### src/rtl/aabb_pkg.sv
`default_nettype none

package aabb_pkg;

    localparam int COORD_W  = 32;
    localparam int HALF_W   = 31;
    localparam int PROD_W   = 2 * COORD_W;
    localparam int FRAC_W   = 16;
    localparam int TERM_W   = PROD_W - FRAC_W;
    localparam int SUM_W    = TERM_W + 2;
    localparam int AXES     = 3;
    localparam int COLS     = 4;
    localparam int NUM_REGS = 6;
    localparam int IDX_W    = 3;
    localparam int CFG_W    = 64;
    localparam int PAD_W    = 3;
    localparam int IN_W     = 2 * AXES * COORD_W;
    localparam int OUT_W    = 3 * AXES * COORD_W + AXES * HALF_W + PAD_W;

    localparam logic [COORD_W-1:0] COORD_MAX = {1'b0, {(COORD_W-1){1'b1}}};
    localparam logic [COORD_W-1:0] COORD_MIN = {1'b1, {(COORD_W-1){1'b0}}};

    typedef logic [NUM_REGS-1:0][CFG_W-1:0] mat_t;

    // identity after reset
    localparam mat_t MAT_RESET = {
        64'h0001_0000_0000_0000,
        64'h0000_0000_0000_0000,
        64'h0000_0000_0000_0000,
        64'h0000_0000_0001_0000,
        64'h0000_0000_0000_0000,
        64'h0001_0000_0000_0000
    };

    // lo corner in the low half, x lowest
    typedef struct packed {
        logic [AXES-1:0][COORD_W-1:0] hi;
        logic [AXES-1:0][COORD_W-1:0] lo;
    } box_t;

    // [row][col] products already shifted down by FRAC_W
    typedef struct packed {
        logic [AXES-1:0][AXES-1:0][TERM_W-1:0] hi;
        logic [AXES-1:0][AXES-1:0][TERM_W-1:0] lo;
    } terms_t;

    typedef struct packed {
        logic [AXES-1:0][AXES-1:0][TERM_W-1:0] tmax;
        logic [AXES-1:0][AXES-1:0][TERM_W-1:0] tmin;
    } sel_t;

    typedef struct packed {
        logic [AXES-1:0][COORD_W-1:0] bmax;
        logic [AXES-1:0][COORD_W-1:0] bmin;
    } bounds_t;

    typedef struct packed {
        logic [PAD_W-1:0]             pad;
        logic [AXES-1:0][HALF_W-1:0]  half;
        logic [AXES-1:0][COORD_W-1:0] ctr;
        logic [AXES-1:0][COORD_W-1:0] bmax;
        logic [AXES-1:0][COORD_W-1:0] bmin;
    } out_t;

    function automatic logic signed [COORD_W-1:0] mat_entry(mat_t m, int r, int c);
        logic [CFG_W-1:0] pair;
        pair = m[r * 2 + (c >> 1)];
        if (c % 2 == 1)
            return $signed(pair[COORD_W-1:0]);
        else
            return $signed(pair[CFG_W-1:COORD_W]);
    endfunction

endpackage

`default_nettype wire

### src/rtl/aabb_sel.sv
`default_nettype none

module aabb_sel (
    input  logic             clk,
    input  logic             rst_n,
    input  logic             in_valid,
    output logic             in_ready,
    input  aabb_pkg::terms_t terms,
    output logic             out_valid,
    input  logic             out_ready,
    output aabb_pkg::sel_t   sel
);
    import aabb_pkg::*;

    logic valid_reg;
    sel_t sel_reg;
    sel_t sel_next;
    logic load;

    // each term depends on one coordinate only, so min/max split per term
    always_comb
    begin
        for (int r = 0; r < AXES; r++)
        begin
            for (int c = 0; c < AXES; c++)
            begin
                if ($signed(terms.lo[r][c]) < $signed(terms.hi[r][c]))
                begin
                    sel_next.tmin[r][c] = terms.lo[r][c];
                    sel_next.tmax[r][c] = terms.hi[r][c];
                end
                else
                begin
                    sel_next.tmin[r][c] = terms.hi[r][c];
                    sel_next.tmax[r][c] = terms.lo[r][c];
                end
            end
        end
    end

    assign in_ready  = !valid_reg || out_ready;
    assign load      = in_valid && in_ready;
    assign out_valid = valid_reg;
    assign sel       = sel_reg;

    always_ff @(posedge clk or negedge rst_n)
    begin
        if (!rst_n)
            valid_reg <= 1'b0;
        else if (in_ready)
            valid_reg <= in_valid;
    end

    always_ff @(posedge clk)
    begin
        if (load)
            sel_reg <= sel_next;
    end

endmodule

`default_nettype wire

### config.mk
export PLATFORM = sky130hd
export DESIGN_NAME = aabb_sel
export DESIGN_NICKNAME = d
export VERILOG_FILES = /design/src/rtl/aabb_pkg.sv /design/src/rtl/aabb_sel.sv
export SDC_FILE = /design/constraint.sdc
export NUM_CORES = 2
export LEC_CHECK = 0
export BUFFER_PORTS_ARGS = -buffer_cell sky130_fd_sc_hd__buf_2
export CORE_AREA = 2 2 677 679
export DETAILED_ROUTE_END_ITERATION = 8
export DIE_AREA = 0 0 679 681
export PLACE_DENSITY = 0.33
export SLEW_MARGIN = 5
export SYNTH_ARGS = -nofsm -noshare
export SYNTH_HDL_FRONTEND = slang
export SYNTH_SLANG_ARGS = --single-unit
### constraint.sdc
create_clock -name clk -period 57 [get_ports clk]
set_input_delay 8.55 -clock clk [delete_from_list [all_inputs] [get_ports clk]]
set_output_delay 8.55 -clock clk [all_outputs]
set_load 0.1 [all_outputs]
== Yosys cells after proc, flatten, opt, wreduce, memory -nomap -nowiden ==
Index checks and enable logic that the tools add are counted.
Word-level totals
  register bits: 865
  bits of input ports: 868
Cells by class
  reductions and logical operators: 3
  multiplexer cells: 18
  order comparisons: 9
Operator list (count)
  48-bit 2-to-1 mux: 18
  48-bit < comparator: 9
  1-bit logical AND: 1
  1-bit zero test: 1
  1-bit logical OR: 1

== Longest topological paths before layout ==
  depth in word-level cells: 3
  mapped depth: 12

== Least setup slack after synthesis ==
Ideal clock, no wire load.
  kind: input -> register
  start point: in out_ready
  end point: reg sel_reg (netlist bit sel[0]) (enable)
  data arrival time: 28.814 ns
  cell stages on the path: 2
  setup slack: 26.846 ns
  path buffers: 0
  data required time: 55.660 ns
  path through: nand2b_1 -> and2_1
On the way
  cells in the longest elaborated chain, start to end: 2
RTL lines
  start: declaration: line aabb_sel.sv:10  | input logic out_ready,
  1-bit logical OR: line aabb_sel.sv:41  | assign in_ready = !valid_reg || out_ready;
  1-bit logical AND: line aabb_sel.sv:42  | assign load = in_valid && in_ready;
  named net load: line aabb_sel.sv:18  | logic load;
  end signal: assignment: line aabb_sel.sv:57  | sel_reg <= sel_next;
  end: declaration: line aabb_sel.sv:16  | sel_t sel_reg;
The timed path passes the listed nets, and every way through them passes these cells.
A chain may end at the register's enable or synchronous reset.

== Final worst setup path ==
  start point: in out_ready
  end point: out in_ready
On the way
  cells in the longest elaborated chain, start to end: 1
RTL lines
  1-bit logical OR: line aabb_sel.sv:41
  end: declaration: line aabb_sel.sv:7  | output logic in_ready,
Every way passes these cells.

==> flow_summary.toml <==
[synth]
synth_edf_count = 864
synth-seq-cells = 865
yosysSeqAreaShare_pct = 55.5
yosysUniqueCellTypes = 49
netlist_area_sq_um = 46800
avgSynthCellArea_sq_um = 14.0
syn_inst = 3344
synth_ff_type = "edfxtp_1"
async_flop_share_pct = 0.116
syn_nets = 4635
yosys_warnings = 0

[global_routing]
grt_pass1_vias = 37300
grt_first_pass_wirelength_um = 446000
grt_overflow = 0
antenna_found_initial = 458
grt_max_degree = 138
grt_use_total_pct = 15.1

[final_layout]
final_cell_mix = "1733 x buf_2, 864 x edfxtp_1, 813 x mux2_2"
drive_gt1_share_pct = 53.0
area_growth_pct = 44.7
largest_reg_flops = 864
final_core_util_pct = 14.9
layout_commonest_cell = "buf_2"
layout.nets = 6451

[floorplanning]
core_sq_um = 455000
die_h_um = 681
io_pins = 1734
row_count = 248
initial_core_util_pct = 10.3
die_area_sq_um = 462000
die_w_um = 679

[status]
status = "finished clean"

[clocking]
cts_made_buffers = 134
clock_latency_ps = 830
clockBufferDepth = 4
post_cts_buffers = 0
cts_resized = 0
root_buffer = "clkbuf_16"
cts_sinks = 865
cts_htree_levels = 4
cts_tree = "built"
cts_hold_buffers = 0
clk_pin_slew_worst_paths_ps = 50

[run]
maxCapViolCount = 0

[routing]
antenna_left = 0
drc = 0
drt_first_pass_iters = 5
num_vias = 39300
drt_iter0_drc = 3311
wire_per_inst_um = 31.8
wirelength_um = 365000
viasPerCell = 3.43

[sta]
fmax_ghz = 0.0563
finalCritPeriodShare_pct = 31.2
hold_viol_final = 0
setup_viol_count_final = 0
rsz0062_at_grt = "no"
setup_tns_ps = 0
layout_min_cycle_time_ps = 17770
tightestPinTransition_ps = 1260
finClkSkew_ps = 61.0
maxSlewViolCount = 0
maxSlewHeadroom_pct = 15.5

[place]
place_congestion = 0.990
hpwl_um = 319000
port_buffers = 1733

[setup_path]
crit_required_ps = 48450
critPathArrivalTime_ps = 9220
cp_max_fo = 3
criticalPathCategory = "in -> out"
start_kind = "input port"
end_kind = "primary output"

[pwr]
power_density_nw_per_um2 = 38.0
ir_worst_vdd_uv = 20.4
leakagePower_nw = 27.5

[hold_path]
min_path_type = "reg -> reg"
cell type report:
class	count	area (sq um)
antenna	213	533
clock buffer	169	3570
clock inverter	68	672
fill	51100	387000
inverter	424	1590
multi-input combinational	1965	18900
sequential	865	26000
tap	6000	7510
timing repair buffer	1770	8990
through the flow:
stage               std cells  cell area, sq um  hold slack [ps]  setup WS (ps)  total power, mW
floorplan                3344             46800             1780          26850             1.51
global placement        11000             62900              535          39220             1.75
detailed placement      11000             62900              531          39240             1.75
CTS                     11300             67200              546          39240             2.62
global route            11300             67300              584          39220             2.67
finish                  11500             67700              549          39230             2.57
cell usage after synthesis, types with 2 or more instances:
master	instances	area, sq um
ha_1	423	5290
mux2_1	42	473
nor4_1	14	87.6
nand2_1	98	368
a21oi_1	160	801
edfxtp_1	864	25900
mux2_2	813	9160
a221o_1	5	50.1
a31oi_1	5	31.3
inv_1	424	1590
nor2b_1	2	12.5
xnor2_1	7	61.3
clkbuf_1	26	97.6
a2111oi_0	9	78.8
o21ai_0	68	340
o2111ai_1	2	17.5
nand3_1	52	260
o211ai_1	9	67.6
and4_1	4	35.0
nor3_1	26	130
o21a_1	8	60.1
nand4_1	67	419
buf_2	57	285
buf_6	6	67.6
nand2b_1	12	75.1
nor4_2	3	37.5
a211oi_1	34	255
a22o_1	2	17.5
nor2_1	40	150
and3_1	5	31.3
a21o_1	32	240
a211o_1	8	70.1
kinds of logic (layout without fill, tap and decap cells):
family	count (synthesis)	count (layout)	synth area share [%]
compound gates	352	352	4.54
xor+xnor	9	9	0.185
fa+ha+maj	423	423	11.3
buf+inv	514	2431	4.38
flops	865	865	55.5
mux	855	855	20.6
other cells	0	213	0
simple gates	326	326	3.48
worst paths after layout:
path,from,endpoint,slack (ps),cells after the start
setup / recovery,out_ready,in_ready,39230,3
hold / removal,out_valid,out_valid,550,2
setup reg to reg,out_valid,sel[335],52760,6
hold reg to reg,out_valid,out_valid,550,2
max in group asynchronous,rst_n,out_valid,49430,1
min in group asynchronous,rst_n,out_valid,7480,1
routing by layer:
metal  global-route usage (%)  wire, um  up-vias
met5                        0      1540        -
met2                     22.9    157000     2152
met3                     6.70     42000      823
met4                     4.82     14000      232
met1                     18.9    150000    19600
li1                         -         -    16600
power by group:
group          internal, mW  total (mW)  switching, mW
Combinational         0.208       0.897          0.688
Sequential            0.792       0.834         0.0420
Clock                 0.487       0.842          0.355
Total                  1.49        2.57           1.09
critical path, cell delays in order:
cell	delay (ps)
buf_2	80
nand2b_1	140
buf_2	440
Power figures use the tool's default switching activity.
