==> config.mk <==
export PLATFORM = sky130hd
export DESIGN_NAME = aabb_sum
export DESIGN_NICKNAME = d
export VERILOG_FILES = /design/src/rtl/aabb_pkg.sv /design/src/rtl/aabb_sum.sv
export SDC_FILE = /design/constraint.sdc
export NUM_CORES = 2
export LEC_CHECK = 0
export BUFFER_PORTS_ARGS = -buffer_cell sky130_fd_sc_hd__buf_4
export CAP_MARGIN = 20
export CELL_PAD_IN_SITES_DETAIL_PLACEMENT = 1
export CELL_PAD_IN_SITES_GLOBAL_PLACEMENT = 2
export CORE_AREA = 2 2 563 565
export CTS_BUF_LIST = sky130_fd_sc_hd__clkbuf_8
export DETAILED_ROUTE_END_ITERATION = 7
export DIE_AREA = 0 0 565 567
export MAX_ROUTING_LAYER = met4
export PLACE_DENSITY_LB_ADDON = 0.15
export SKIP_LAST_GASP = 1
export SYNTH_ARGS = -nofsm -noshare
export SYNTH_HDL_FRONTEND = slang
export SYNTH_SLANG_ARGS = --single-unit
export TNS_END_PERCENT = 1
==> constraint.sdc <==
create_clock -name clk -period 6.8 [get_ports clk]
set_input_delay 0.34 -clock clk [delete_from_list [all_inputs] [get_ports clk]]
set_output_delay 0.34 -clock clk [all_outputs]
set_load 0.02 [all_outputs]
==> src/rtl/aabb_pkg.sv <==
`default_nettype none

package aabb_pkg;

    localparam int COORD_W  = 32;
    localparam int HALF_W   = 31;
    localparam int PROD_W   = 2 * COORD_W;
    localparam int FRAC_W   = 16;
    localparam int TERM_W   = PROD_W - FRAC_W;
    localparam int SUM_W    = TERM_W + 2;
    localparam int AXES     = 3;
    localparam int COLS     = 4;
    localparam int NUM_REGS = 6;
    localparam int IDX_W    = 3;
    localparam int CFG_W    = 64;
    localparam int PAD_W    = 3;
    localparam int IN_W     = 2 * AXES * COORD_W;
    localparam int OUT_W    = 3 * AXES * COORD_W + AXES * HALF_W + PAD_W;

    localparam logic [COORD_W-1:0] COORD_MAX = {1'b0, {(COORD_W-1){1'b1}}};
    localparam logic [COORD_W-1:0] COORD_MIN = {1'b1, {(COORD_W-1){1'b0}}};

    typedef logic [NUM_REGS-1:0][CFG_W-1:0] mat_t;

    // identity after reset
    localparam mat_t MAT_RESET = {
        64'h0001_0000_0000_0000,
        64'h0000_0000_0000_0000,
        64'h0000_0000_0000_0000,
        64'h0000_0000_0001_0000,
        64'h0000_0000_0000_0000,
        64'h0001_0000_0000_0000
    };

    // lo corner in the low half, x lowest
    typedef struct packed {
        logic [AXES-1:0][COORD_W-1:0] hi;
        logic [AXES-1:0][COORD_W-1:0] lo;
    } box_t;

    // [row][col] products already shifted down by FRAC_W
    typedef struct packed {
        logic [AXES-1:0][AXES-1:0][TERM_W-1:0] hi;
        logic [AXES-1:0][AXES-1:0][TERM_W-1:0] lo;
    } terms_t;

    typedef struct packed {
        logic [AXES-1:0][AXES-1:0][TERM_W-1:0] tmax;
        logic [AXES-1:0][AXES-1:0][TERM_W-1:0] tmin;
    } sel_t;

    typedef struct packed {
        logic [AXES-1:0][COORD_W-1:0] bmax;
        logic [AXES-1:0][COORD_W-1:0] bmin;
    } bounds_t;

    typedef struct packed {
        logic [PAD_W-1:0]             pad;
        logic [AXES-1:0][HALF_W-1:0]  half;
        logic [AXES-1:0][COORD_W-1:0] ctr;
        logic [AXES-1:0][COORD_W-1:0] bmax;
        logic [AXES-1:0][COORD_W-1:0] bmin;
    } out_t;

    function automatic logic signed [COORD_W-1:0] mat_entry(mat_t m, int r, int c);
        logic [CFG_W-1:0] pair;
        pair = m[r * 2 + (c >> 1)];
        if (c % 2 == 1)
            return $signed(pair[COORD_W-1:0]);
        else
            return $signed(pair[CFG_W-1:COORD_W]);
    endfunction

endpackage

`default_nettype wire

==> src/rtl/aabb_sum.sv <==
`default_nettype none

module aabb_sum (
    input  logic              clk,
    input  logic              rst_n,
    input  aabb_pkg::mat_t    mat,
    input  logic              in_valid,
    output logic              in_ready,
    input  aabb_pkg::sel_t    sel,
    output logic              out_valid,
    input  logic              out_ready,
    output aabb_pkg::bounds_t bounds
);
    import aabb_pkg::*;

    logic    valid_reg;
    bounds_t bounds_reg;
    bounds_t bounds_next;
    logic    load;

    logic signed [SUM_W-1:0] sum_min [AXES];
    logic signed [SUM_W-1:0] sum_max [AXES];

    function automatic logic [COORD_W-1:0] sat32(logic signed [SUM_W-1:0] v);
        if (&v[SUM_W-1:COORD_W-1] || ~|v[SUM_W-1:COORD_W-1])
            return v[COORD_W-1:0];
        else if (v[SUM_W-1])
            return COORD_MIN;
        else
            return COORD_MAX;
    endfunction

    always_comb
    begin
        for (int r = 0; r < AXES; r++)
        begin
            sum_min[r] = SUM_W'(mat_entry(mat, r, COLS - 1));
            sum_max[r] = SUM_W'(mat_entry(mat, r, COLS - 1));
            for (int c = 0; c < AXES; c++)
            begin
                sum_min[r] = sum_min[r] + SUM_W'($signed(sel.tmin[r][c]));
                sum_max[r] = sum_max[r] + SUM_W'($signed(sel.tmax[r][c]));
            end
            bounds_next.bmin[r] = sat32(sum_min[r]);
            bounds_next.bmax[r] = sat32(sum_max[r]);
        end
    end

    assign in_ready  = !valid_reg || out_ready;
    assign load      = in_valid && in_ready;
    assign out_valid = valid_reg;
    assign bounds    = bounds_reg;

    always_ff @(posedge clk or negedge rst_n)
    begin
        if (!rst_n)
            valid_reg <= 1'b0;
        else if (in_ready)
            valid_reg <= in_valid;
    end

    always_ff @(posedge clk)
    begin
        if (load)
            bounds_reg <= bounds_next;
    end

endmodule

`default_nettype wire

# Yosys cells after proc, flatten, opt, wreduce, memory -nomap -nowiden
# Cells that the tools add are included.
[totals]
in_bits = 1252
wordCells = 64
ff_bits = 193
[op_classes]
muxes = 12
n_reduce_logical = 27
add_sub_neg = 18
[ops]
columns = ["cell", "count"]
rows = [
  ["$mux W32", 12],
  ["$add A49 B48 Y50", 6],
  ["$add A50 B48 Y50", 6],
  ["$add A32 B48 Y49", 6],
  ["$reduce_and A19 Y1", 6],
  ["$reduce_or A19 Y1", 6],
  ["$logic_not A1 Y1", 7],
  ["$logic_or A1 B1 Y1", 7],
  ["$logic_and A1 B1 Y1", 1],
]

# Longest topological paths before layout
[logic_depth]
word_depth = 7
depth_mapped = 19
ltp_nobuf = 18

# Least setup slack after synthesis
# No wires, ideal clock.
[synth_timing]
path_type = "input to register"
from = "input port mat[351] in the netlist's numbering"
to = "register bounds_reg (netlist bit bounds[65]) (data pin)"
cell_stages = 19
setup_slack_ns = 0.598
required_time_ns = 6.540
t_arrival_ns = 5.941
setup_ns = 0.260
path_buffers = 2
path_cell_list = "inv_1 fa_1 fa_1 inv_1 ha_1 buf_2 a21oi_1 o21ai_1 a211oi_1 o21ai_1 a21oi_1 o21ai_1 xnor2_1 nand3_1 or4_1 or4_4 mux2i_2 buf_6 mux2_4"
[synth_lines]
columns = ["item", "line", "rtl"]
rows = [
  ["start: declaration", "aabb_sum.sv:6", "input aabb_pkg::mat_t mat,"],
  ["end signal: assignment", "aabb_sum.sv:65", "bounds_reg <= bounds_next;"],
  ["end: declaration", "aabb_sum.sv:17", "bounds_t bounds_reg;"],
]

==> out/summary.txt <==
Status: finished clean
Via-to-Cell Ratio: 3.721
Final worst-path cycle share: 0.8901
Syn Nets: 7053
Final cell count without fillers: 10.33k
Die W: 565 um
CTS tree: built
Number of global-route vias before repair: 43.44k
Hold_ws: 0.1375 ns
Worst Tran Pin Value: 0.8689 ns
Crit Path Category: primary input to flip-flop
Proportion of layout cells with a drive suffix above 1: 0.2244
Register share of total power: 0.134
Synth cell types: 79
Detailed-route via count: 38.43k
Synthesized flop and latch total: 193
Final min period: 6.052 ns
Crit-path max FO: 31
Hold crit path type: primary input to flip-flop
Synthesized instance count: 4925
Core area: 0.3139 mm2
Remaining global-route overflow: 0
CP endpoint kind: flip-flop
RSZ-0062 raised after global routing: no
Final Hold Fails: 0
Crit-path cells: buf_4 -> inv_1 -> fa_1 -> inv_1 -> fa_1 -> ha_1 -> fa_1 -> a211oi_1 -> o21bai_1 -> o21ai_0 -> buf_4 -> a21oi_1 -> nor3_1 -> o21ai_0 -> buf_4 -> xor2_1 -> or4_1 -> or4_1 -> o41ai_2 -> buf_12 -> o21ai_0
GR Util All Layers: 0.1450
Root buffer cell: clkbuf_8
Sw Pwr: 9.788 mW
Dpl cells: 10.25k
Largest register FFs: 192
Leakage power total: 27.40 nW
Initial antenna violation count: 47
Largest net degree at the start of global routing: 80
Place WS: 0.07902 ns
Wirelength, routed: 230600 um
Initial Util: 0.1307
Slowest-stage cell, CP: nor3_1
Reg clk slew, reported paths: 0.15 ns
CP arrival: 6.40 ns
Clock tree buffer depth: 3
Finished Core Util: 0.1791
Placed instance area: 0.05569 mm2
Pwr per Cell Area: 312.6 mW/mm2
Drt wl/cell: 22.33 um
Min setup slack post-route: 0.7476 ns
Final Instance Area: 0.05623 mm2
Synth async-reset ratio: 0.005181
Drt pass-1 iters: 5
Dpl hpwl: 211700 um
Post-CTS Resized: 0
Part of the Yosys area used for sequential elements: 0.1411
Hold depth: 4
# IOs: 1446
Commonest cells in the netlist: 1390 x inv_1, 582 x fa_1, 384 x a21oi_1
Clock latency on the worst-skew pair: 0.65 ns
Worst R2R Path Depth: 4
Peak Freq: 165.2 MHz
Rows: 206
Die Ht: 567 um
Worst setup SP type: primary input
Max_slew headroom: 0.4201
VDD IR max: 128.1 uV
H-tree depth: 4
CP max stage delay: 0.68 ns
Post-route antenna net violation count: 0
Max Cap Violations: 0
Synth area leaders: fa_1 28%, edfxtp_1 14%, inv_1 13%
Yosys warns: 0
Sw Ratio: 0.5570
First-pass GRT wire length: 324100 um
Layout area overhead: 37.00%
EDFF count, synth: 192
Die area: 0.3204 mm2
WP data required: 7.15 ns
Top_reg_cell synth: edfxtp_1
Total CTS buffers: 25
Final slew viol count: 0
Final clock skew: 0.04334 ns
GPL Wtd Cong: 0.8488
Share of the synthesized area in the top cell type: 0.2839
# Post-CTS Setup Buffers: 0
Initial DRC count: 1624
# setup viols final: 0
Sink Count: 193
Comb power frac: 0.812
Cell area after technology mapping: 0.04104 mm2
# DRC: 0
Average size of a mapped cell: 8.333 um2
Layout Nets: 8251
Clock share of power: 0.054
Internal Power: 7.786 mW
Synth area leader: fa_1
Cell with the most instances after synthesis: inv_1
# port buffers: 1157
## final cells by class
class                           instances  area [um2]
Timing Repair Buffer                 1301        9942
Antenna cell                           40       100.1
Sequential cell                       193        5791
Inverter                             1390        5218
Tap cell                             4160        5205
Multi-Input combinational cell       3212       29580
Clock buffer                           25       344.1
Clock inverter                          7       43.79
Fill cell                           37320      257700
## critical path, delay by kind of cell
family	cells	cell delay, ns
compound gates	7	1.64
xor+xnor	1	0.14
fa+ha+maj	4	1.78
buf+inv	6	0.80
simple gates	3	1.65
## cells in the final DEF, fill, tap and decap left out, types with 93 or more instances in the layout
master	netlist	layout
o21ai_0	295	295
a21oi_1	384	383
xnor2_1	145	144
ha_1	294	294
edfxtp_1	192	192
nand2_1	275	275
fa_1	582	582
inv_1	1390	1388
nand4_1	105	105
a21o_1	93	93
nor2_1	191	191
buf_4	6	1283
xor2_1	123	123
## final timing paths
path / start / slack (ns) / end
setup reg to reg: out_valid$_DFFE_PN0N_ / 4.20 / bounds[51]$_DFFE_PP_
max in group asynchronous: rst_n / 6.18 / out_valid$_DFFE_PN0N_
min in group asynchronous: rst_n / 0.52 / out_valid$_DFFE_PN0N_
hold / removal: sel[672] / 0.14 / bounds[128]$_DFFE_PP_
setup / recovery: mat[193] / 0.75 / bounds[52]$_DFFE_PP_
hold reg to reg: out_valid$_DFFE_PN0N_ / 0.96 / bounds[161]$_DFFE_PP_
## logic make-up (layout without fill, tap and decap cells)
group                    Yosys count  count (layout)  share of synthesized area
XOR/XNOR                         268             268                    0.05719
AO/OA/AOI/OAI                   1131            1131                     0.1677
multiplexers                      66              66                    0.01695
buffers and inverters           1520            2723                     0.1403
adder cells (fa/ha/maj)          876             876                     0.3735
other                              0              40                          0
AND/OR/NAND/NOR                  871             871                     0.1033
flip-flops                       193             193                     0.1411
## metrics by stage
stage	setup TNS [ns]	power, mW
3_5_place_dp	0	16.98
2_1_floorplan	0	10.56
3_3_place_gp	-0.008128	16.98
4_1_cts	0	18.10
5_1_grt	0	19.37
6_report	0	17.57
## power by group through the flow
stage | combinational (mW) | sequential (mW) | clock, mW
CTS | 14.7 | 2.39 | 1.06
global route | 15.9 | 2.41 | 1.07
detailed placement | 14.6 | 2.41 | 0
finish | 14.3 | 2.36 | 0.951
global placement | 14.6 | 2.41 | 0
floorplan | 7.68 | 2.87 | 0
## metal layers
layer / vias up / global-route usage / part of all wire
li1: 18300 / - / -
met1: 19050 / 0.1909 / 0.47
met2: 1012 / 0.2218 / 0.44
met3: 70 / 0.04200 / 0.072
met4: 0 / 0.02255 / 0.015
met5: - / - / 0
## what timing repair did
| item | in CTS | in global routing |
|---|---|---|
| hold buffers | 5 | 0 |
| endpoints found under the setup margin | 0 | 0 |
| endpoints found under the hold margin | 3 | 0 |
No activity file was read; power rests on OpenSTA's default activity.
