==> src/rtl/aabb_pkg.sv <==
`default_nettype none

package aabb_pkg;

    localparam int COORD_W  = 32;
    localparam int HALF_W   = 31;
    localparam int PROD_W   = 2 * COORD_W;
    localparam int FRAC_W   = 16;
    localparam int TERM_W   = PROD_W - FRAC_W;
    localparam int SUM_W    = TERM_W + 2;
    localparam int AXES     = 3;
    localparam int COLS     = 4;
    localparam int NUM_REGS = 6;
    localparam int IDX_W    = 3;
    localparam int CFG_W    = 64;
    localparam int PAD_W    = 3;
    localparam int IN_W     = 2 * AXES * COORD_W;
    localparam int OUT_W    = 3 * AXES * COORD_W + AXES * HALF_W + PAD_W;

    localparam logic [COORD_W-1:0] COORD_MAX = {1'b0, {(COORD_W-1){1'b1}}};
    localparam logic [COORD_W-1:0] COORD_MIN = {1'b1, {(COORD_W-1){1'b0}}};

    typedef logic [NUM_REGS-1:0][CFG_W-1:0] mat_t;

    // identity after reset
    localparam mat_t MAT_RESET = {
        64'h0001_0000_0000_0000,
        64'h0000_0000_0000_0000,
        64'h0000_0000_0000_0000,
        64'h0000_0000_0001_0000,
        64'h0000_0000_0000_0000,
        64'h0001_0000_0000_0000
    };

    // lo corner in the low half, x lowest
    typedef struct packed {
        logic [AXES-1:0][COORD_W-1:0] hi;
        logic [AXES-1:0][COORD_W-1:0] lo;
    } box_t;

    // [row][col] products already shifted down by FRAC_W
    typedef struct packed {
        logic [AXES-1:0][AXES-1:0][TERM_W-1:0] hi;
        logic [AXES-1:0][AXES-1:0][TERM_W-1:0] lo;
    } terms_t;

    typedef struct packed {
        logic [AXES-1:0][AXES-1:0][TERM_W-1:0] tmax;
        logic [AXES-1:0][AXES-1:0][TERM_W-1:0] tmin;
    } sel_t;

    typedef struct packed {
        logic [AXES-1:0][COORD_W-1:0] bmax;
        logic [AXES-1:0][COORD_W-1:0] bmin;
    } bounds_t;

    typedef struct packed {
        logic [PAD_W-1:0]             pad;
        logic [AXES-1:0][HALF_W-1:0]  half;
        logic [AXES-1:0][COORD_W-1:0] ctr;
        logic [AXES-1:0][COORD_W-1:0] bmax;
        logic [AXES-1:0][COORD_W-1:0] bmin;
    } out_t;

    function automatic logic signed [COORD_W-1:0] mat_entry(mat_t m, int r, int c);
        logic [CFG_W-1:0] pair;
        pair = m[r * 2 + (c >> 1)];
        if (c % 2 == 1)
            return $signed(pair[COORD_W-1:0]);
        else
            return $signed(pair[CFG_W-1:COORD_W]);
    endfunction

endpackage

`default_nettype wire

==> src/rtl/aabb_fin.sv <==
`default_nettype none

module aabb_fin (
    input  logic              clk,
    input  logic              rst_n,
    input  logic              in_valid,
    output logic              in_ready,
    input  aabb_pkg::bounds_t bounds,
    output logic              out_valid,
    input  logic              out_ready,
    output aabb_pkg::out_t    res
);
    import aabb_pkg::*;

    logic valid_reg;
    out_t res_reg;
    out_t res_next;
    logic load;

    logic signed [COORD_W:0] ctr_sum [AXES];
    logic signed [COORD_W:0] ext_diff [AXES];

    always_comb
    begin
        res_next.pad  = '0;
        res_next.bmin = bounds.bmin;
        res_next.bmax = bounds.bmax;
        for (int a = 0; a < AXES; a++)
        begin
            ctr_sum[a]  = (COORD_W+1)'($signed(bounds.bmax[a]))
                        + (COORD_W+1)'($signed(bounds.bmin[a]));
            ext_diff[a] = (COORD_W+1)'($signed(bounds.bmax[a]))
                        - (COORD_W+1)'($signed(bounds.bmin[a]));
            res_next.ctr[a]  = ctr_sum[a][COORD_W:1];
            res_next.half[a] = ext_diff[a][HALF_W:1];
        end
    end

    assign in_ready  = !valid_reg || out_ready;
    assign load      = in_valid && in_ready;
    assign out_valid = valid_reg;
    assign res       = res_reg;

    always_ff @(posedge clk or negedge rst_n)
    begin
        if (!rst_n)
            valid_reg <= 1'b0;
        else if (in_ready)
            valid_reg <= in_valid;
    end

    always_ff @(posedge clk)
    begin
        if (load)
            res_reg <= res_next;
    end

endmodule

`default_nettype wire

==> config.mk <==
export PLATFORM = sky130hd
export DESIGN_NAME = aabb_fin
export DESIGN_NICKNAME = d
export VERILOG_FILES = /design/src/rtl/aabb_pkg.sv /design/src/rtl/aabb_fin.sv
export SDC_FILE = /design/constraint.sdc
export NUM_CORES = 1
export LEC_CHECK = 0
export ABC_AREA = 1
export BUFFER_PORTS_ARGS = -buffer_cell sky130_fd_sc_hd__buf_4
export CAP_MARGIN = 10
export CELL_PAD_IN_SITES_DETAIL_PLACEMENT = 0
export CELL_PAD_IN_SITES_GLOBAL_PLACEMENT = 1
export CORE_MARGIN = 2
export CORE_UTILIZATION = 36
export DETAILED_ROUTE_END_ITERATION = 8
export GPL_TIMING_DRIVEN = 0
export PLACE_DENSITY = 0.74
export REMOVE_ABC_BUFFERS = 1
export SLEW_MARGIN = 20
export SYNTH_ARGS = -nofsm -noshare
export SYNTH_HDL_FRONTEND = slang
export SYNTH_SLANG_ARGS = --single-unit
==> constraint.sdc <==
create_clock -name clk -period 27 [get_ports clk]
set_input_delay 2.7 -clock clk [delete_from_list [all_inputs] [get_ports clk]]
set_output_delay 2.7 -clock clk [all_outputs]
set_load 0.05 [all_outputs]
# After elaboration in Yosys (flattened, before gate mapping)
# Index checks and enable logic that the tools add are counted.
# totals
in_bits	196
regBits	382
# op_classes
add_sub_neg	6
n_reduce_logical	3
# op_table
op	count
$add 32x32->33	3
$sub 32x32->32	3
$logic_and 1x1->1	1
$logic_not 1->1	1
$logic_or 1x1->1	1

# Logic depth before layout (Yosys ltp)
# Gate-level depths: netlist of the first run.
# logic_depth
word_depth	3
ltp_mapped	15
mapped_depth_nobuf	15

# Worst setup path before layout of the first run
# No wires, ideal clock.
# synth_timing
path_kind	input to register
start	input in_valid
end	register res_reg, in the netlist res[0], enable pin
arrival_time_ns	20.987
n_path_buf	0
stages	2
setup_time_ns	1.249
slack_ns	4.764
t_required_ns	25.751
cell_sequence	inv_1 -> a21oi_1
# synth_between
elab_chain_cells	1
# synth_lines
item	line	source
start, declared	aabb_fin.sv:6	input logic in_valid,
$logic_and 1x1->1	aabb_fin.sv:40	assign load = in_valid && in_ready;
net load	aabb_fin.sv:18	logic load;
end signal, assigned	aabb_fin.sv:55	res_reg <= res_next;
end, declared	aabb_fin.sv:16	out_t res_reg;
# The timed path passes the listed nets, and every way through them passes these cells.
# A chain may end at the register's enable or synchronous reset.

# Worst setup path in the final report of the first run
# layout_timing
start	input out_ready
end	output in_ready
# layout_between
elab_chain_cells	1
# layout_lines
item	line	source
start, declared	aabb_fin.sv:10	input logic out_ready,
$logic_or 1x1->1	aabb_fin.sv:39	assign in_ready = !valid_reg || out_ready;
end, declared	aabb_fin.sv:7	output logic in_ready,
# No other way between the ends.

==> summary.md, run 1 <==
| Metric | Value |
|---|---|
| Synth Flop Type | `edfxtp_1` |
| Worst skew pair latency | `580 ps` |
| Largest net degree at the start of global routing | `27` |
| Share of cells above drive strength 1 | `0.203` |
| CP Data Arrival Time | `3190 ps` |
| PwrDens | `58.8 nW/µm²` |
| Ys async rst share | `0.00262` |
| Hold Buf Count CTS | `0` |
| Hold wc startpoint | `out_valid$_DFFE_PN0N_` |
| Htree depth | `2` |
| Number of synthesized flops with an enable pin | `381` |
| Vias in the first global route | `22300` |
| # DRC | `0` |
| Post-CTS Resized | `0` |
| Crit path max fanout | `2` |
| Most frequent cells in the layout | `nand2_1 (1213), inv_1 (724), buf_4 (578)` |
| GRT Total Usage | `0.226` |
| Post-DP Area | `32200 µm²` |
| Total iterations of the first detailed-routing run | `5` |
| CP Capture Point | `in_ready` |
| Commonest non-fill, non-tap cell in the layout | `nand2_1` |
| First-pass GRT wire length | `133000 µm` |
| Max-cap violations | `0` |
| Fillers | `7672` |
| Syn Inst Count | `3490` |
| RSZ-0062 raised after global routing | `no` |
| Setup Buffers After CTS | `0` |
| Die ar. | `77100 µm²` |
| Crit path launch | `out_ready` |
| Vias per inst | `4.55` |
| # IOs | `582` |
| Worst hold path type | `flip-flop to flip-flop` |
| Achievable Freq | `170 MHz` |
| Mapped cell area | `27000 µm²` |
| Via Count | `23000` |
| Skew final | `15.5 ps` |
| FF-to-FF End | `res[115]$_DFFE_PP_` |
| Initial Utilization | `0.363` |
| Yosys warns | `0` |
| Fin crit period | `5890 ps` |
| Post-synth cell types | `33` |
| Max transition margin | `0.482` |
| Die X-Extent | `278 µm` |
| Routability Congestion | `0.903` |
| Dpl hpwl | `75100 µm` |
| Final Max Tran Viols | `0` |
| Non-Filler Instances | `5052` |
| Antenna violation net count after detailed routing | `0` |
| R2r worst-path depth | `7` |
| CTS clk-pin slew, worst paths | `60 ps` |
| Hold Vio Cnt, Final | `0` |
| Iter 0 DRT Violations | `1349` |
| Setup Viol. Count Final | `0` |
| Crit end category | `output pin` |
| Worst R2R Setup Slack | `24610 ps` |
| Synth Area per Inst | `7.73 µm²` |
| Routed len/inst | `17.6 µm` |
| Status | `complete, no violations` |
| Clock tree buffer depth | `3` |
| Clk root buf | `clkbuf_16` |
| CTS Sinks | `382` |
| Yosys reg bits | `382` |
| Core area | `74300 µm²` |
| Critical path launch point type | `input pin` |
| Number of port buffers | `578` |
| Critical R2R Launch | `out_valid$_DFFE_PN0N_` |
| Static leakage | `17.5 nW` |
| Max reg flops | `381` |
| Top cells by area, synth | `edfxtp_1 (42%), nand2_1 (17%), inv_1 (10%)` |
| Design area | `33700 µm²` |
| Top cell type's share of synthesized area | `0.424` |
| Final Cycle Share | `0.218` |
| Critical Path RT | `24300 ps` |
| CTS Buf Count | `45` |
| Die Span Y | `278 µm` |
| Routed WL | `88700 µm` |
| Placed cell count | `4971` |
| Setup WS pre-CTS | `21120 ps` |
| Area delta synth->final | `24.8%` |
| Final WS setup | `21110 ps` |
| CTS tree | `done` |
| Sequential area share after synthesis | `0.425` |
| Maximum vdd drop | `0.0465 mV` |
| Antenna violations before repair | `4` |
| Worst slew pin tran | `774 ps` |
| Area leader, netlist | `edfxtp_1` |
| CP Class | `input pin to output pin` |
| Final nets | `4434` |
| FP Rows | `100` |
| Overflow after GRT | `0` |
cells in the mapped netlist (13+ instances only):
| master | count |
|---|---|
| nand3_1 | 144 |
| o21ai_0 | 21 |
| a21oi_1 | 122 |
| xor2_1 | 87 |
| edfxtp_1 | 381 |
| nand2_1 | 1213 |
| o21bai_1 | 24 |
| nand2_2 | 44 |
| nand4_1 | 33 |
| nor2_2 | 53 |
| buf_4 | 31 |
| nor3_2 | 20 |
| inv_2 | 13 |
| nor2_1 | 265 |
| ha_1 | 183 |
| nor3_1 | 16 |
| buf_6 | 49 |
| inv_1 | 724 |
power by group:
group / switching, mW / total [mW] / internal [mW]
clock network: 0.256 / 0.602 / 0.346
registers: 0.0143 / 0.735 / 0.721
logic: 0.457 / 0.644 / 0.187
total: 0.728 / 1.98 / 1.25
cell type report:
| type | count | area, µm² | share of cell area |
|---|---|---|---|
| inverters | 737 | 2770 | 0.0821 |
| diodes | 1 | 2.50 | 0.0000743 |
| well taps | 969 | 1210 | 0.0360 |
| clock buffers | 49 | 1180 | 0.0351 |
| flip-flops and latches | 382 | 11500 | 0.340 |
| multi-input cells | 2286 | 11900 | 0.355 |
| clock inverters | 31 | 256 | 0.00761 |
| repair buffers | 597 | 4850 | 0.144 |
worst min-delay path by stage:
| stage | cells past startpoint | slack (ps) | to |
|---|---|---|---|
| floorplan | 2 | 1130 | out_valid$_DFFE_PN0N_ |
| global placement | 2 | 510 | out_valid$_DFFE_PN0N_ |
| detailed placement | 2 | 580 | out_valid$_DFFE_PN0N_ |
| CTS | 2 | 610 | out_valid$_DFFE_PN0N_ |
| global route | 2 | 640 | out_valid$_DFFE_PN0N_ |
| finish | 2 | 610 | out_valid$_DFFE_PN0N_ |
logic make-up after synthesis:
group / after synthesis / share of synthesized area
and+or+nand+nor: 1823 / 0.286
other: 1 / 0.000139
buffers and inverters: 824 / 0.133
AOI/OAI and AO/OA: 175 / 0.0357
adders and majority gates: 189 / 0.0893
xor gates and xnor gates: 96 / 0.0312
DFF: 382 / 0.425
worst max-delay path, stage by stage:
cell and delay (ps):
buf_4 110, inv_1 110, nand2_1 80, buf_4 190
stage by stage:
stage	power, mW	setup TNS, ps	hold WS [ps]	utilization
after floorplan	1.19	0	1130	-
after global placement	1.42	-1200720	511	0.427
after detailed placement	1.39	0	577	0.434
after CTS	2.01	0	609	0.453
after global routing	2.08	0	644	0.453
final	1.98	0	608	0.453
metal layers:
| metal | vias up | GRT usage | wire [µm] |
|---|---|---|---|
| met1 | 10500 | 0.299 | 39800 |
| met3 | 79 | 0.0377 | 4800 |
| met5 | - | 0 | 13 |
| li1 | 11800 | - | - |
| met4 | 2 | 0.0502 | 1860 |
| met2 | 588 | 0.385 | 42200 |
Note: power is estimated with default switching activity, not from simulation.
==> inputs of run 2 (changes only) <==
- ABC_AREA: 1 -> 0
- PLACE_DENSITY: 0.74 -> 0.72
- clock period: 27 -> 6.1 ns (I/O delays scaled with it)
==> summary.md, run 2 <==
| Metric | Value |
|---|---|
| Static leakage | `11.9 nW` |
| Total iterations of the first detailed-routing run | `5` |
| Routed WL | `66000 µm` |
| # IOs | `582` |
| WHS Endpoint | `res[191]$_DFFE_PP_` |
| Hold Vio Cnt, Final | `0` |
| Ys async rst share | `0.00262` |
| Skew final | `13.0 ps` |
| Final Max Tran Viols | `0` |
| CTS tree | `done` |
| Max transition margin | `0.382` |
| Syn Inst Count | `1896` |
| Synth Area per Inst | `11.3 µm²` |
| Finished Core Util | `0.480` |
| Worst skew pair latency | `580 ps` |
| Critical path launch point type | `input pin` |
| Critical Path RT | `6400 ps` |
| Via Count | `16600` |
| Crit end category | `flip-flop` |
| Share of cells above drive strength 1 | `0.269` |
| Final Cycle Share | `0.602` |
| Synth Flop Type | `edfxtp_1` |
| Area leader, netlist | `edfxtp_1` |
| Overflow after GRT | `0` |
| Yosys warns | `0` |
| Initial Utilization | `0.364` |
| Die X-Extent | `248 µm` |
| Post-synth top cells | `edfxtp_1 (381), ha_1 (183), a21oi_1 (180), inv_1 (180), nor2_1 (164)` |
| Setup Viol. Count Final | `0` |
| CTS Buf Count | `44` |
| Worst slew pin tran | `904 ps` |
| Post-DP Area | `26700 µm²` |
| Top cell type's share of synthesized area | `0.533` |
| WHS Path Cells | `1` |
| Sequential area share after synthesis | `0.534` |
| FF-to-FF End | `res[54]$_DFFE_PP_` |
| Placed cell count | `3191` |
| Antenna violation net count after detailed routing | `0` |
| Final WS setup | `2430 ps` |
| Dpl hpwl | `52600 µm` |
| Vias in the first global route | `16400` |
| Maximum vdd drop | `0.220 mV` |
| R2r worst-path depth | `4` |
| Fin crit period | `3670 ps` |
| Commonest non-fill, non-tap cell in the layout | `buf_4` |
| Design area | `28300 µm²` |
| Die ar. | `61600 µm²` |
| FP Rows | `89` |
| First-pass GRT wire length | `96700 µm` |
| Number of port buffers | `578` |
| Max-cap violations | `0` |
| Top-count cell post-synth | `edfxtp_1` |
| Routed len/inst | `20.2 µm` |
| Worst R2R Setup Slack | `3720 ps` |
| PwrDens | `306 nW/µm²` |
| Status | `complete, no violations` |
| GRT Total Usage | `0.205` |
| Number of synthesized flops with an enable pin | `381` |
| Yosys reg bits | `382` |
| Achievable Freq | `272 MHz` |
| Total negative slack | `0 ps` |
| CTS Sinks | `382` |
| Core area | `59000 µm²` |
| Final nets | `2850` |
| Largest net degree at the start of global routing | `63` |
| Fillers | `5463` |
| # DRC | `0` |
| Iter 0 DRT Violations | `914` |
| Critical R2R Launch | `out_valid$_DFFE_PN0N_` |
| Mapped cell area | `21500 µm²` |
| Routability Congestion | `0.883` |
| CP Data Arrival Time | `3970 ps` |
| Clk root buf | `clkbuf_16` |
| Most frequent cells in the layout | `buf_4 (578), edfxtp_1 (381), ha_1 (183)` |
| Worst hold path type | `input pin to flip-flop` |
| Non-Filler Instances | `3275` |
| Die Span Y | `248 µm` |
| RSZ-0062 raised after global routing | `no` |
| Post-synth cell types | `76` |
| Clock tree buffer depth | `3` |
| CTS clk-pin slew, worst paths | `60 ps` |
| Area delta synth->final | `31.8%` |
| Crit path max fanout | `6` |
| Max reg flops | `381` |
| Vias per inst | `5.08` |
| Htree depth | `2` |
| CP Class | `input pin to flip-flop` |
| Antenna violations before repair | `5` |
| Hold wc startpoint | `bounds[191]` |
| Setup WS pre-CTS | `1960 ps` |
| Top cells by area, synth | `edfxtp_1 (53%), ha_1 (11%), xnor2_1 (5.8%)` |
==> run 2: cell count changes after synthesis, sizes merged, moves of 52 or more <==
cell    before  now
nor2       327  164
nand3      156   25
xor2        87   23
o21ai       21   74
buf         84   10
inv        737  180
nand2     1259   62
xnor2        9  142
a21oi      127  180
clkbuf       3   55
==> run 2: critical path, stage by stage <==
cell and delay, ps:
buf_4 90, inv_1 40, ha_1 390, nor2b_1 180, o21a_1 160, o21ai_1 90, a41oi_1 590, a2111oi_0 360
o41a_1 500, o41ai_1 540, o21ai_0 230, xnor2_1 200
==> run 2: worst max-delay path by stage <==
stage / from / endpoint / slack (ps) / cells after the start
floorplan: out_ready / res[0]$_DFFE_PP_ / -4430 / 2
global placement: out_ready / res[116]$_DFFE_PP_ / -7850 / 3
detailed placement: bounds[34] / res[249]$_DFFE_PP_ / 1960 / 12
CTS: bounds[34] / res[249]$_DFFE_PP_ / 2570 / 12
global route: bounds[34] / res[249]$_DFFE_PP_ / 2250 / 12
finish: bounds[34] / res[249]$_DFFE_PP_ / 2430 / 12
==> run 2: per-stage QoR <==
step | power [mW] | hold slack [ps]
final | 8.66 | 227
after global routing | 9.02 | 195
after CTS | 8.75 | 190
after detailed placement | 5.81 | 387
after global placement | 5.86 | 386
after floorplan | 5.03 | 314
==> run 2: what timing repair did <==
item                                   in CTS  in global routing
gates resized for setup                     0                  0
endpoints found under the hold margin       1                  0
setup buffers                               0                  0
hold buffers                                1                  0
==> run 2: cell type report <==
cell class	instances	area (µm²)	area share
sequential	382	11500	0.405
clock inverter	28	407	0.0144
timing repair buffer	586	4530	0.160
tap	773	967	0.0342
inverter	186	698	0.0247
antenna	1	2.50	0.0000884
clock buffer	54	1180	0.0417
multi-input combinational	1265	9050	0.320
==> run 2: cells by family (layout without fill, tap and decap cells) <==
| kind of cell | Yosys count | in the layout | share of synthesized area |
|---|---|---|---|
| simple gates | 416 | 416 | 0.0923 |
| fa+ha+maj | 189 | 189 | 0.112 |
| buf+inv | 251 | 854 | 0.0448 |
| other cells | 1 | 4 | 0.000175 |
| mux | 2 | 2 | 0.000991 |
| compound gates | 490 | 490 | 0.148 |
| xor+xnor | 165 | 165 | 0.0673 |
| flops | 382 | 382 | 0.534 |
==> run 2: power breakdown <==
group | total [mW] | leakage [nW] | internal [mW] | switching [mW]
Clock | 2.90 | 0.762 | 1.80 | 1.10
Sequential | 3.27 | 3.64 | 3.21 | 0.0655
Combinational | 2.48 | 7.53 | 0.797 | 1.69
Total | 8.66 | 11.9 | 5.81 | 2.85
==> run 2: routing by layer <==
layer | routed length [µm] | share of wire | global-route usage
met5 | 33 | 0.00050 | 0
met1 | 27200 | 0.41 | 0.258
met2 | 30900 | 0.47 | 0.336
met3 | 5640 | 0.085 | 0.0587
met4 | 2260 | 0.034 | 0.0725
==> inputs of run 3 (changes only) <==
- ABC_AREA: 0 -> 1
- PLACE_DENSITY: 0.72 -> 0.74
- clock period: 6.1 -> 3.7 ns (I/O delays scaled with it)
==> summary.md, run 3 (same netlist as run 1, synthesis figures left out) <==
| Metric | Value |
|---|---|
| Vias per inst | `4.54` |
| Setup Viol. Count Final | `0` |
| Commonest non-fill, non-tap cell in the layout | `nand2_1` |
| Htree depth | `2` |
| RSZ-0062 raised after global routing | `no` |
| Crit path max fanout | `4` |
| Worst path most repeated cell | `nand2_1` |
| Static leakage | `18.3 nW` |
| Achievable Freq | `400 MHz` |
| Clock Power Share | `0.301` |
| # IOs | `582` |
| CTS Buf Count | `45` |
| Initial Utilization | `0.363` |
| GRT Total Usage | `0.232` |
| Overall power | `14.7 mW` |
| CP Class | `input pin to flip-flop` |
| Post-CTS Resized | `0` |
| Fillers | `7411` |
| Clk root buf | `clkbuf_16` |
| Worst skew pair latency | `580 ps` |
| Slowest stage delay, CP | `530 ps` |
| FP Rows | `100` |
| Net Sw Frac | `0.367` |
| CP Data Arrival Time | `2830 ps` |
| Critical Path RT | `4030 ps` |
| Slowest cell on the critical path | `dlygate4sd3_1` |
| Dpl hpwl | `75100 µm` |
| Status | `complete, no violations` |
| CTS Sinks | `382` |
| Share of cells above drive strength 1 | `0.194` |
| Critical path launch point type | `input pin` |
| CTS clk-pin slew, worst paths | `60 ps` |
| Design area | `35500 µm²` |
| Overflow after GRT | `0` |
| Sequential Power Share | `0.366` |
| Vias in the first global route | `23400` |
| Max transition margin | `0.501` |
| CTS tree | `done` |
| Routed WL | `91400 µm` |
| Crit end category | `flip-flop` |
| Setup Buffers After CTS | `0` |
| Die X-Extent | `278 µm` |
| Core area | `74300 µm²` |
| Int Power | `9.27 mW` |
| Clock tree buffer depth | `3` |
| Antenna violations before repair | `4` |
| Final nets | `4618` |
| Post-DP Area | `32200 µm²` |
| Max reg flops | `381` |
| Total iterations of the first detailed-routing run | `5` |
| Most frequent cells in the layout | `nand2_1 (1213), inv_1 (724), buf_4 (578)` |
| Comb pwr share | `0.333` |
| Final Cycle Share | `0.675` |
| Iter 0 DRT Violations | `1366` |
| WP buf/inv | `5` |
| Cell breakdown of the critical path | `dlygate4sd3_1 -> buf_4 -> inv_1 -> nand2_1 -> inv_1 -> fa_1 -> inv_1 -> nand3_1 -> nand3_1 -> nand2_1 -> nand2_1 -> nand2_1 -> nand2_2 -> nand2_1 -> nand3_1 -> nand2_1` |
| Routed len/inst | `17.5 µm` |
| Area delta synth->final | `31.7%` |
| Worst slew pin tran | `746 ps` |
| Via Count | `23800` |
| Crit-path leading delay family | `simple AND/OR/NAND/NOR gates` |
| Antenna violation net count after detailed routing | `0` |
| Worst hold path type | `input pin to flip-flop` |
| Number of port buffers | `578` |
| Hold Vio Cnt, Final | `0` |
| Fin crit period | `2500 ps` |
| Switch Pwr | `5.38 mW` |
| Maximum vdd drop | `0.336 mV` |
| Die Span Y | `278 µm` |
| Skew final | `14.5 ps` |
| Die ar. | `77100 µm²` |
| Max-cap violations | `0` |
| # DRC | `0` |
| Routability Congestion | `0.903` |
| Final Max Tran Viols | `0` |
| PwrDens | `412 nW/µm²` |
| First-pass GRT wire length | `138000 µm` |
| Largest net degree at the start of global routing | `27` |
run 3: cell types whose count changed in the layout (fill, tap and decap cells not counted), sizes merged, moves of 131 or more:
cell	change
inv	+560
nand2	+1197
nor2	+163
nand3	+131
dlygate4sd3	+183
xnor2	-133
run 3: per-layer routing:
metal / wire [µm] / global-route usage
met1: 40800 / 0.305
met2: 43800 / 0.400
met5: 11 / 0
met3: 4700 / 0.0365
met4: 2060 / 0.0549
run 3: cell type report:
cell class / instances / area, µm² / area share
Clock inverter: 31 / 256 / 0.00722
Timing Repair Buffer: 781 / 6690 / 0.188
Inverter: 737 / 2770 / 0.0779
Clock buffer: 49 / 1180 / 0.0333
Sequential cell: 382 / 11500 / 0.323
Tap cell: 969 / 1210 / 0.0341
Antenna cell: 1 / 2.50 / 0.0000704
Multi-Input combinational cell: 2286 / 11900 / 0.336
run 3: repair_timing:
action	4_1_cts	5_1_grt
setup endpoints to repair	0	0
endpoints found under the hold margin	184	0
hold buffers	184	0
run 3: worst paths after layout:
| check | start | to | slack (ps) | depth (start not counted) |
|---|---|---|---|---|
| max | bounds[128] | res[348]$_DFFE_PP_ | 1200 | 16 |
| min | bounds[78] | res[78]$_DFFE_PP_ | 40 | 1 |
| max reg2reg | out_valid$_DFFE_PN0N_ | res[19]$_DFFE_PP_ | 1290 | 7 |
| min reg2reg | out_valid$_DFFE_PN0N_ | out_valid$_DFFE_PN0N_ | 630 | 2 |
| max in group asynchronous | rst_n | out_valid$_DFFE_PN0N_ | 3520 | 2 |
| min in group asynchronous | rst_n | out_valid$_DFFE_PN0N_ | 100 | 2 |
run 3: power groups by stage:
| stage | logic, mW | registers (mW) | clock network [mW] |
|---|---|---|---|
| after floorplan | 1.85 | 6.82 | 0 |
| final | 4.88 | 5.37 | 4.41 |
| after detailed placement | 4.71 | 5.45 | 0 |
| after global routing | 5.26 | 5.40 | 4.69 |
| after global placement | 4.63 | 5.71 | 0 |
| after CTS | 4.89 | 5.37 | 4.53 |
run 3: metrics by stage:
step	setup WS (ps)	TNS [ps]	std cells	hold slack, ps	utilization
CTS	1260	0	5235	1.34	0.478
global placement	-24180	-9190290	4952	145	0.427
global route	1010	0	5236	5.23	0.478
finish	1200	0	5236	40.8	0.478
detailed placement	1090	0	4971	146	0.434
floorplan	-16490	-6283220	3405	74.4	-
